--- config.mk ---
export PLATFORM = sky130hd
export DESIGN_NAME = distance_bar_graph_driver
export DESIGN_NICKNAME = d
export VERILOG_FILES = /design/src/hw/rtl/dbgd_pkg.sv /design/src/hw/rtl/dbgd_regs.sv /design/src/hw/rtl/dbgd_ctrl.sv /design/src/hw/rtl/dbgd_datapath.sv /design/src/hw/rtl/distance_bar_graph_driver.sv
export SDC_FILE = /design/constraint.sdc
export NUM_CORES = 1
export LEC_CHECK = 0
export ABC_AREA = 1
export BUFFER_PORTS_ARGS = -buffer_cell sky130_fd_sc_hd__buf_2
export CORE_MARGIN = 3
export CORE_UTILIZATION = 50
export DETAILED_ROUTE_END_ITERATION = 12
export GPL_ROUTABILITY_DRIVEN = 0
export PLACE_DENSITY = 0.7
export SETUP_SLACK_MARGIN = 0.4
export SLEW_MARGIN = 20
export SYNTH_ARGS = -nofsm -noshare
export SYNTH_HDL_FRONTEND = slang
export SYNTH_HIERARCHICAL = 1
export SYNTH_SLANG_ARGS = --single-unit
--- constraint.sdc ---
create_clock -name clk -period 4.75 [get_ports clk]
set_clock_uncertainty 0.2 [all_clocks]
set_input_delay 0.95 -clock clk [delete_from_list [all_inputs] [get_ports clk]]
set_output_delay 0.95 -clock clk [all_outputs]
set_load 0.005 [all_outputs]
--- src/hw/rtl/dbgd_pkg.sv ---
package dbgd_pkg;

	localparam int NUM_PIXELS = 16;

	localparam int DIST_W  = 16;
	localparam int PIX_W   = 6;
	localparam int LIT_W   = PIX_W + 1;
	localparam int NUM_W   = DIST_W + PIX_W;
	localparam int STEP_W  = 3;
	localparam int ADDR_W  = 4;
	localparam int DATA_W  = 32;

	localparam logic [PIX_W-1:0] LAST_IDX = PIX_W'(NUM_PIXELS - 1);
	localparam logic [LIT_W-1:0] ALL_LIT  = LIT_W'(NUM_PIXELS);

	// register indexes
	localparam logic [1:0] REG_MAX    = 2'd0;
	localparam logic [1:0] REG_STOP   = 2'd1;
	localparam logic [1:0] REG_ORANGE = 2'd2;
	localparam logic [1:0] REG_RED    = 2'd3;

	localparam logic [DIST_W-1:0] MAX_RST    = 16'd2000;
	localparam logic [DIST_W-1:0] STOP_RST   = 16'd300;
	localparam logic [DIST_W-1:0] ORANGE_RST = 16'd1000;
	localparam logic [DIST_W-1:0] RED_RST    = 16'd600;

	localparam logic [7:0] COL_FULL = 8'd255;
	localparam logic [7:0] COL_HALF = 8'd128;
	localparam logic [7:0] COL_OFF  = 8'd0;

	typedef struct packed {
		logic [DIST_W-1:0] max_distance;
		logic [DIST_W-1:0] stop_distance;
		logic [DIST_W-1:0] orange_distance;
		logic [DIST_W-1:0] red_distance;
	} dbgd_cfg_t;

	typedef struct packed {
		logic load;
		logic setup;
		logic div_step;
		logic emit_adv;
	} dbgd_cmd_t;

	typedef struct packed {
		logic need_div;
		logic div_last;
		logic last_pix;
	} dbgd_sts_t;

endpackage

--- src/hw/rtl/dbgd_regs.sv ---
module dbgd_regs (
	input  logic                         clk,
	input  logic                         arst_n,
	input  logic                         psel,
	input  logic                         penable,
	input  logic                         pwrite,
	input  logic [dbgd_pkg::ADDR_W-1:0]  paddr,
	input  logic [dbgd_pkg::DATA_W-1:0]  pwdata,
	output logic [dbgd_pkg::DATA_W-1:0]  prdata,
	output logic                         pready,
	output dbgd_pkg::dbgd_cfg_t          cfg
);
	import dbgd_pkg::*;

	dbgd_cfg_t   cfg_q;
	logic        wr_en;
	logic [1:0]  reg_idx;

	assign pready  = 1'b1;
	assign wr_en   = psel && penable && pwrite;
	assign reg_idx = paddr[3:2];
	assign cfg     = cfg_q;

	always_ff @(posedge clk or negedge arst_n) begin
		if (!arst_n) begin
			cfg_q.max_distance    <= MAX_RST;
			cfg_q.stop_distance   <= STOP_RST;
			cfg_q.orange_distance <= ORANGE_RST;
			cfg_q.red_distance    <= RED_RST;
		end else if (wr_en) begin
			unique case (reg_idx)
				REG_MAX:    cfg_q.max_distance    <= pwdata[DIST_W-1:0];
				REG_STOP:   cfg_q.stop_distance   <= pwdata[DIST_W-1:0];
				REG_ORANGE: cfg_q.orange_distance <= pwdata[DIST_W-1:0];
				REG_RED:    cfg_q.red_distance    <= pwdata[DIST_W-1:0];
				default:    ;
			endcase
		end
	end

	always_comb begin
		unique case (reg_idx)
			REG_MAX:    prdata = DATA_W'(cfg_q.max_distance);
			REG_STOP:   prdata = DATA_W'(cfg_q.stop_distance);
			REG_ORANGE: prdata = DATA_W'(cfg_q.orange_distance);
			REG_RED:    prdata = DATA_W'(cfg_q.red_distance);
			default:    prdata = '0;
		endcase
	end

endmodule

--- src/hw/rtl/dbgd_ctrl.sv ---
module dbgd_ctrl (
	input  logic                 clk,
	input  logic                 arst_n,
	input  logic                 in_valid,
	input  logic                 out_stall,
	input  dbgd_pkg::dbgd_sts_t  sts,
	output dbgd_pkg::dbgd_cmd_t  cmd,
	output logic                 busy,
	output logic                 emitting
);
	import dbgd_pkg::*;

	typedef enum logic [3:0] {
		S_IDLE  = 4'b0001,
		S_SETUP = 4'b0010,
		S_DIV   = 4'b0100,
		S_EMIT  = 4'b1000
	} state_t;

	state_t state_q, state_d;

	assign busy     = (state_q != S_IDLE);
	assign emitting = (state_q == S_EMIT);

	always_comb begin
		cmd          = '0;
		cmd.load     = (state_q == S_IDLE) && in_valid;
		cmd.setup    = (state_q == S_SETUP);
		cmd.div_step = (state_q == S_DIV);
		cmd.emit_adv = (state_q == S_EMIT) && !out_stall;
	end

	always_comb begin
		state_d = state_q;
		unique case (state_q)
			S_IDLE:  if (in_valid) state_d = S_SETUP;
			S_SETUP: state_d = sts.need_div ? S_DIV : S_EMIT;
			S_DIV:   if (sts.div_last) state_d = S_EMIT;
			S_EMIT:  if (!out_stall && sts.last_pix) state_d = S_IDLE;
			default: state_d = S_IDLE;
		endcase
	end

	always_ff @(posedge clk or negedge arst_n) begin
		if (!arst_n) begin
			state_q <= S_IDLE;
		end else begin
			state_q <= state_d;
		end
	end

endmodule

--- src/hw/rtl/dbgd_datapath.sv ---
module dbgd_datapath (
	input  logic                          clk,
	input  logic                          arst_n,
	input  dbgd_pkg::dbgd_cmd_t           cmd,
	input  dbgd_pkg::dbgd_cfg_t           cfg,
	input  logic [dbgd_pkg::DIST_W-1:0]   distance_mm,
	output dbgd_pkg::dbgd_sts_t           sts,
	output logic [dbgd_pkg::PIX_W-1:0]    pixel_index,
	output logic [7:0]                    pixel_red,
	output logic [7:0]                    pixel_green,
	output logic [7:0]                    pixel_blue,
	output logic                          last_pixel
);
	import dbgd_pkg::*;

	logic [DIST_W-1:0] dist_q;
	logic              flash_phase_q;
	logic [7:0]        col_r_q, col_g_q;
	logic [LIT_W-1:0]  lit_q;
	logic [NUM_W-1:0]  rem_q, dsh_q;
	logic [STEP_W-1:0] step_q;
	logic [PIX_W-1:0]  idx_q;

	logic              is_flash, in_bar, ge;
	logic [DIST_W-1:0] span, den;
	logic [NUM_W-1:0]  num;
	logic [7:0]        bar_r, bar_g;
	logic              pix_on;

	assign is_flash = dist_q <= cfg.stop_distance;
	assign in_bar   = !is_flash && (dist_q < cfg.max_distance);
	assign span     = cfg.max_distance - dist_q;
	assign den      = cfg.max_distance - cfg.stop_distance;
	assign num      = NUM_W'(span) * NUM_W'(NUM_PIXELS);
	assign ge       = rem_q >= dsh_q;

	always_comb begin
		priority if (dist_q <= cfg.red_distance) begin
			bar_r = COL_FULL;
			bar_g = COL_OFF;
		end else if (dist_q <= cfg.orange_distance) begin
			bar_r = COL_FULL;
			bar_g = COL_HALF;
		end else begin
			bar_r = COL_OFF;
			bar_g = COL_FULL;
		end
	end

	assign sts.need_div = in_bar;
	assign sts.div_last = step_q == STEP_W'(PIX_W - 1);
	assign sts.last_pix = idx_q == LAST_IDX;

	always_ff @(posedge clk) begin
		if (cmd.load) begin
			dist_q <= distance_mm;
		end
		// span < den, so the quotient stays below NUM_PIXELS: no clamp needed
		if (cmd.setup) begin
			rem_q  <= num;
			dsh_q  <= NUM_W'(den) << (PIX_W - 1);
			step_q <= '0;
			if (is_flash) begin
				col_r_q <= flash_phase_q ? COL_FULL : COL_OFF;
				col_g_q <= COL_OFF;
				lit_q   <= ALL_LIT;
			end else begin
				col_r_q <= bar_r;
				col_g_q <= bar_g;
				lit_q   <= '0;
			end
		end else if (cmd.div_step) begin
			if (ge) begin
				rem_q <= rem_q - dsh_q;
			end
			dsh_q  <= dsh_q >> 1;
			lit_q  <= {lit_q[LIT_W-2:0], ge};
			step_q <= step_q + STEP_W'(1);
		end
	end

	always_ff @(posedge clk or negedge arst_n) begin
		if (!arst_n) begin
			flash_phase_q <= 1'b0;
			idx_q         <= '0;
		end else begin
			if (cmd.setup) begin
				flash_phase_q <= is_flash ? !flash_phase_q : 1'b0;
			end
			if (cmd.emit_adv) begin
				idx_q <= sts.last_pix ? '0 : idx_q + PIX_W'(1);
			end
		end
	end

	assign pix_on      = LIT_W'(idx_q) < lit_q;
	assign pixel_index = idx_q;
	assign pixel_red   = pix_on ? col_r_q : COL_OFF;
	assign pixel_green = pix_on ? col_g_q : COL_OFF;
	assign pixel_blue  = COL_OFF;
	assign last_pixel  = sts.last_pix;

endmodule

--- src/hw/rtl/distance_bar_graph_driver.sv ---
// Distance bar graph driver: turns one distance sample (mm) into one frame of
// NUM_PIXELS pixel colors for an LED strip.
// Input channel: in_valid/in_stall with distance_mm. in_stall is high from
// the acceptance of a sample until its last pixel has been taken, so one
// sample is worked on at a time.
// Output channel: out_valid/out_stall with pixel_index, pixel_red/green/blue
// and last_pixel; pixels come in order from 0, last_pixel marks the final one.
// Sequence: a setup state after acceptance, then, for a bar frame with a
// distance between the stop and max thresholds, the restoring divider that
// computes the lit count, then one pixel per cycle while out_stall is low.
// Other frames go straight from setup to the pixels, with no division.
// Output stall holds the current pixel and extends the frame while it is high.
// Reset clears the controller, the pixel counter and the flash phase, and
// loads the threshold registers with their defaults. The user must write
// them over the APB port only while the block is idle; it is not enforced.
module distance_bar_graph_driver (
	input  logic                         clk,
	input  logic                         arst_n,
	input  logic                         psel,
	input  logic                         penable,
	input  logic                         pwrite,
	input  logic [dbgd_pkg::ADDR_W-1:0]  paddr,
	input  logic [dbgd_pkg::DATA_W-1:0]  pwdata,
	output logic [dbgd_pkg::DATA_W-1:0]  prdata,
	output logic                         pready,
	input  logic                         in_valid,
	output logic                         in_stall,
	input  logic [dbgd_pkg::DIST_W-1:0]  distance_mm,
	output logic                         out_valid,
	input  logic                         out_stall,
	output logic [dbgd_pkg::PIX_W-1:0]   pixel_index,
	output logic [7:0]                   pixel_red,
	output logic [7:0]                   pixel_green,
	output logic [7:0]                   pixel_blue,
	output logic                         last_pixel
);
	import dbgd_pkg::*;

	dbgd_cfg_t cfg;
	dbgd_cmd_t cmd;
	dbgd_sts_t sts;
	logic      busy, emitting;

	dbgd_regs u_regs (
		.clk     (clk),
		.arst_n  (arst_n),
		.psel    (psel),
		.penable (penable),
		.pwrite  (pwrite),
		.paddr   (paddr),
		.pwdata  (pwdata),
		.prdata  (prdata),
		.pready  (pready),
		.cfg     (cfg)
	);

	dbgd_ctrl u_ctrl (
		.clk       (clk),
		.arst_n    (arst_n),
		.in_valid  (in_valid),
		.out_stall (out_stall),
		.sts       (sts),
		.cmd       (cmd),
		.busy      (busy),
		.emitting  (emitting)
	);

	dbgd_datapath u_dp (
		.clk         (clk),
		.arst_n      (arst_n),
		.cmd         (cmd),
		.cfg         (cfg),
		.distance_mm (distance_mm),
		.sts         (sts),
		.pixel_index (pixel_index),
		.pixel_red   (pixel_red),
		.pixel_green (pixel_green),
		.pixel_blue  (pixel_blue),
		.last_pixel  (last_pixel)
	);

	assign in_stall  = busy;
	assign out_valid = emitting;

	// no pixel goes out while a new sample can be taken
	a_idle_no_out: assert property (@(posedge clk) disable iff (!arst_n)
		!in_stall |-> !out_valid)
		else $error("output valid while input side is open");

	a_accept_busy: assert property (@(posedge clk) disable iff (!arst_n)
		in_valid && !in_stall |=> in_stall && !out_valid)
		else $error("sample accepted but block not busy in setup");

	a_last_frees: assert property (@(posedge clk) disable iff (!arst_n)
		out_valid && !out_stall && last_pixel |=> !in_stall && pixel_index == '0)
		else $error("frame end did not return the block to idle");

	a_last_idx: assert property (@(posedge clk) disable iff (!arst_n)
		out_valid && last_pixel |-> pixel_index == LAST_IDX)
		else $error("last pixel flag on wrong index");

endmodule

[Word-level counts from Yosys, hierarchy flattened]
Index checks and enable logic that the tools add are counted.
Word-level totals
  flip-flop bits (word level): 160
  bits of input ports: 59
  word-level logic and storage cells: 83
Operators by class
  $add $sub $neg: 5
  magnitude comparators: 6
  equal/unequal tests: 13
  mux-type cells: 23
  reduce and logical (&&, ||, !) cells: 20
Operators with widths (number)
  $pmux W32 S4: 1
  $mux W20: 3
  $le A16 B16 Y1: 3
  $mux W8: 6
  $mux W21: 2
  $sub A16 B16 Y16: 2
  $ge A22 B21 Y1: 1
  $sub A22 B21 Y22: 1
  $mux W7: 3
  $lt A16 B16 Y1: 1
  $mux W4: 4
  $pmux W4 S4: 1
  $reduce_and A2 Y1: 6
  $lt A6 B7 Y1: 1
  $add A6 B1 Y6 const B: 1
  $eq A6 B4 Y1 const B: 1
  $logic_and A1 B1 Y1: 6
  $mux W6: 1
  $mux W5: 1
  $eq A2 B2 Y1 const B: 2
  $eq A4 B1 Y1 const B: 1
  $eq A4 B2 Y1 const B: 1
  $eq A4 B3 Y1 const B: 1
  $eq A4 B4 Y1 const B: 1
  12 further kinds: 16

[Longest topological paths before layout]
  word-level depth: 5
  gate-level depth with buffers: 17
  mapped depth without buffers: 16

[Hierarchy]
The synthesis kept the hierarchy.
Modules (own cells, without submodules)
  dbgd_datapath: times used 1, cells each 1067, area each 7621.1 µm², seq. area each 2197.1 µm²
  dbgd_regs: times used 1, cells each 396, area each 3251.9 µm², seq. area each 1626.6 µm²
  dbgd_ctrl: times used 1, cells each 42, area each 271.5 µm², seq. area each 101.3 µm²

[Least setup slack after synthesis]
Ideal clock, no wire load.
  path type: reg2out
  start: register u_dp.idx_q[2], in the netlist u_dp/pixel_index[2]
  end: output port pixel_red[1]
  data arrival time: 1777 ps
  setup slack: 1823 ps
  stages on the path, launching flop included: 10
  path buffers: 1
  cells stage by stage: dfrtp_1 ha_1 a21oi_1 nand2_1 a21oi_1 o21bai_1 a21oi_1 nor2_1 nor2_1 buf_4
Between the ends
  longest elaborated chain between the ends: 2
Ends and longest elaborated chain
  from (decl): line dbgd_datapath.sv:22  | logic [PIX_W-1:0] idx_q;
  from (signal assigned): line dbgd_datapath.sv:91  | idx_q <= sts.last_pix ? '0 : idx_q + PIX_W'(1);
  $lt A6 B7 Y1: line dbgd_datapath.sv:96  | assign pix_on = LIT_W'(idx_q) < lit_q;
  $mux W8: line dbgd_datapath.sv:98  | assign pixel_red = pix_on ? col_r_q : COL_OFF;
  to (decl): line distance_bar_graph_driver.sv:32  | output logic [7:0] pixel_red,
Every way passes these cells.

[Worst setup path in the final report]
  start: register u_dp.idx_q[2], in the netlist u_dp/pixel_index[2]
  end: output port pixel_red[0]
The elaborated chain is that of the path after synthesis.

==> flow_metrics.env <==
export IMPL_cp_start_kind="register"
export IMPL_cts_tree="done"
export IMPL_grtUsageMet3_pct=3.25
export IMPL_end_kind="output port"
export IMPL_seq_area_um2=3930
export IMPL_max_vdd_ir_drop_mv=0.255
export IMPL_crit_start="u_dp/pixel_index[2]"
export IMPL_tns_ns=0
export IMPL_relSlewSlack_pct=32.2
export IMPL_die_y_um=155
export IMPL_portBuffers=81
export IMPL_rsz0062_at_grt="no"
export IMPL_grt_use_met2_pct=40.3
export IMPL_synth_top_family_by_area="simple AND/OR/NAND/NOR gates"
export IMPL_slowest_delay_ns=0.45
export IMPL_syn2layout_area_growth_pct=8.38
export IMPL_cts_path_max_buffers=2
export IMPL_syn_avg_cell_area_um2=7.40
export IMPL_antenna_found_initial=0
export IMPL_critPathBufInv=1
export IMPL_hpwl_um=21500
export IMPL_num_nets_final=1732
export IMPL_std_cell_rows=53
export IMPL_initial_core_util_pct=51.9
export IMPL_yosys_register_bits=147
export IMPL_core_area_um2=21500
export IMPL_multi_input_area_um2=6000
export IMPL_path_clk_slew_ns=0.06
export IMPL_synth_edf_count=58
export IMPL_wire_per_inst_um=15.5
export IMPL_worstRegToRegCells=14
export IMPL_syn_area_um2=11100
export IMPL_worstReg2RegEnd="u_dp/rem_q[11]"
export IMPL_grt_pass1_vias=9404
export IMPL_path_common_cell="a21oi_1"
export IMPL_leakage_nw=6.28
export IMPL_instances_no_fill=1850
export IMPL_antennaDiodeCount=0
export IMPL_crit_cells=9
export IMPL_cts_buffers=17
export IMPL_hp_class="reg -> reg"
export IMPL_status="finished clean"
export IMPL_cp_cell_sequence="ha_1 -> a21oi_1 -> nand2_1 -> a21oi_1 -> o21bai_1 -> a21oi_1 -> nor2_1 -> nor2_1 -> buf_2"
export IMPL_r2r_slack_ns=1.66
export IMPL_clkLatencyLatePin_ns=0.43
export IMPL_syn_inst=1505
export IMPL_fmax_ghz=0.293
export IMPL_fp_dieW_um=155
export IMPL_worst_slack_ns=1.33
export IMPL_synth_adder_area_share_pct=12.7
export IMPL_drtIter0Drc=579
export IMPL_arrival_ns=2.27
export IMPL_fillers=2065
export IMPL_final_common_cell="nand2_1"
export IMPL_crit_end="pixel_red[0]"
export IMPL_yosysSeqAreaShare_pct=35.2
export IMPL_placed_cells=1818
export IMPL_hold_violations=0
export IMPL_r2r_start="u_dp/rem_q[0]"
export IMPL_pre_cts_slack_ns=1.43
export IMPL_htreeDepth=4
export IMPL_cts_setup_buffers=0
export IMPL_drv_cap=0
export IMPL_overflow=0
export IMPL_synthMuxAreaShare_pct=0
export IMPL_met1_usage_pct=31.7
export IMPL_ctsResizeCount=0
export IMPL_tightest_slew_ns=1.02
export IMPL_grt_pass1_wl_um=46600
export IMPL_drc=0
export IMPL_fin_util_pct=56.2
export IMPL_grt_usage_pct=24.0
export IMPL_dr_total_vias=9726
export IMPL_power_density_nw_per_um2=493
export IMPL_ys_flop_type="edfxtp_1"
export IMPL_firstDrtPassIters=5
export IMPL_final_setup_viol_count=0
export IMPL_yosys_area_share_simple_pct=29.6
export IMPL_busiest_layer="met2"
export IMPL_critPathKind="reg -> out"
export IMPL_period_minus_slack_ns=3.42
export IMPL_postRouteAntennaNets=0
export IMPL_worstPathRequired_ns=3.60
export IMPL_synthXorXnorAreaFrac_pct=1.81
export IMPL_slowest_stage="dfrtp_1"
export IMPL_cp_top_family="flip-flops"
export IMPL_finalCritPeriodShare_pct=72.0
export IMPL_routed_wl_um=28700
export IMPL_synth_compound_area_share_pct=8.97
export IMPL_cts_root_buf="clkbuf_16"
export IMPL_die_area_um2=24100
export IMPL_final_cell_mix="nand2_1, inv_1, ha_1"
export IMPL_cts_hold_buf=0
export IMPL_drive_above_1_share_pct=11.6
export IMPL_worstPathMaxFanout=8
export IMPL_synthDistinctLibCells=49
export IMPL_cts_sinks=147
export IMPL_grt_max_degree=76
export IMPL_ys_async_sr_fraction_pct=51.0
export IMPL_io_pins=125
export IMPL_yosysWarnings=6
export IMPL_finalMaxSlewViolations=0
export IMPL_avgViaCountPerCell=5.26
-- stage by stage --
stage / power [W] / area (um2) / hold WS, ns
6_report: 0.00596 / 12100 / 0.277
5_1_grt: 0.00647 / 12100 / 0.301
4_1_cts: 0.00597 / 12100 / 0.278
3_5_place_dp: 0.00461 / 11500 / 0.266
3_3_place_gp: 0.00453 / 11500 / 0.249
2_1_floorplan: 0.00391 / 11200 / 0.232
-- area by class of cell --
| class | instances | share of cell area, % |
|---|---|---|
| multi-input combinational | 1101 | 49.7 |
| timing repair buffer | 84 | 3.56 |
| clock inverter | 12 | 0.963 |
| tap | 275 | 2.85 |
| sequential | 147 | 32.5 |
| clock buffer | 20 | 3.79 |
| inverter | 211 | 6.64 |
-- worst min-delay path, cell delays in order (launching register included) --
cell	delay, ns
dfstp_2	0.37
nand2_1	0.06
nand2_1	0.05
-- where the power goes --
group / total, W / internal, W / switching (W) / leakage, nW
clock network: 0.00134 / 0.000763 / 0.000575 / 0.287
logic: 0.00268 / 0.000972 / 0.00171 / 4.43
registers: 0.00194 / 0.00169 / 0.000256 / 1.57
-- cell families after synthesis --
group | after synthesis
xor+xnor | 23
buf+inv | 279
compound gates | 176
fa+ha+maj | 111
simple gates | 766
other cells | 3
flops | 147
-- layer usage --
| layer | routed length, um | share of wire, % | up-vias |
|---|---|---|---|
| met1 | 12900 | 45 | 4460 |
| met2 | 13500 | 47 | 293 |
| li1 | - | - | 4917 |
| met5 | 0 | 0 | - |
| met3 | 1400 | 4.9 | 56 |
| met4 | 898 | 3.1 | 0 |
-- cell usage after synthesis (4+ instances only) --
cell type | count | share of area (%)
nand3b_1 | 6 | 0.40
buf_2 | 8 | 0.36
nand2_2 | 10 | 0.56
edfxtp_1 | 58 | 16
xor2_1 | 10 | 0.79
clkbuf_1 | 7 | 0.24
o21bai_2 | 6 | 0.61
o21bai_1 | 6 | 0.40
nor3_1 | 13 | 0.58
buf_4 | 40 | 2.7
nand2_4 | 6 | 0.61
ha_1 | 108 | 12
o21ai_0 | 52 | 2.3
dfstp_2 | 21 | 5.0
nor2_1 | 96 | 3.2
nand2_1 | 483 | 16
xnor2_1 | 13 | 1.0
dfrtp_1 | 54 | 12
dfxtp_1 | 14 | 2.5
nor2_4 | 6 | 0.61
buf_6 | 11 | 1.1
nand4_1 | 28 | 1.6
o21ai_2 | 4 | 0.31
o22ai_1 | 12 | 0.67
inv_1 | 206 | 6.9
nor2_2 | 5 | 0.28
a21oi_1 | 85 | 3.8
nand3_1 | 103 | 4.6
-- registers in the layout, summed over array words and instances, names as in the netlist --
register,cells
u_dp/rem_q,22
u_dp/flash_phase_q,1
u_dp/dist_q,16
u_ctrl/state_q,4
u_dp/col_r_q,1
u_regs/cfg,64
u_dp/step_q,3
u_dp/lit_q,7
u_dp/pixel_index,6
u_dp/col_g_q,2
u_dp/dsh_q,21
-- how the worst min path moves through the flow --
stage,slack [ns],start,to,cells after the start
final,0.28,u_regs/cfg[21],u_regs/cfg[21],2
after global routing,0.30,u_regs/cfg[23],u_regs/cfg[23],2
after CTS,0.28,u_regs/cfg[23],u_regs/cfg[23],2
after detailed placement,0.27,u_dp/dsh_q[0],u_dp/dsh_q[0],2
after global placement,0.25,u_dp/dsh_q[0],u_dp/dsh_q[0],2
after floorplan,0.23,u_dp/dsh_q[0],u_dp/dsh_q[0],2
Power figures use the tool's default switching activity.
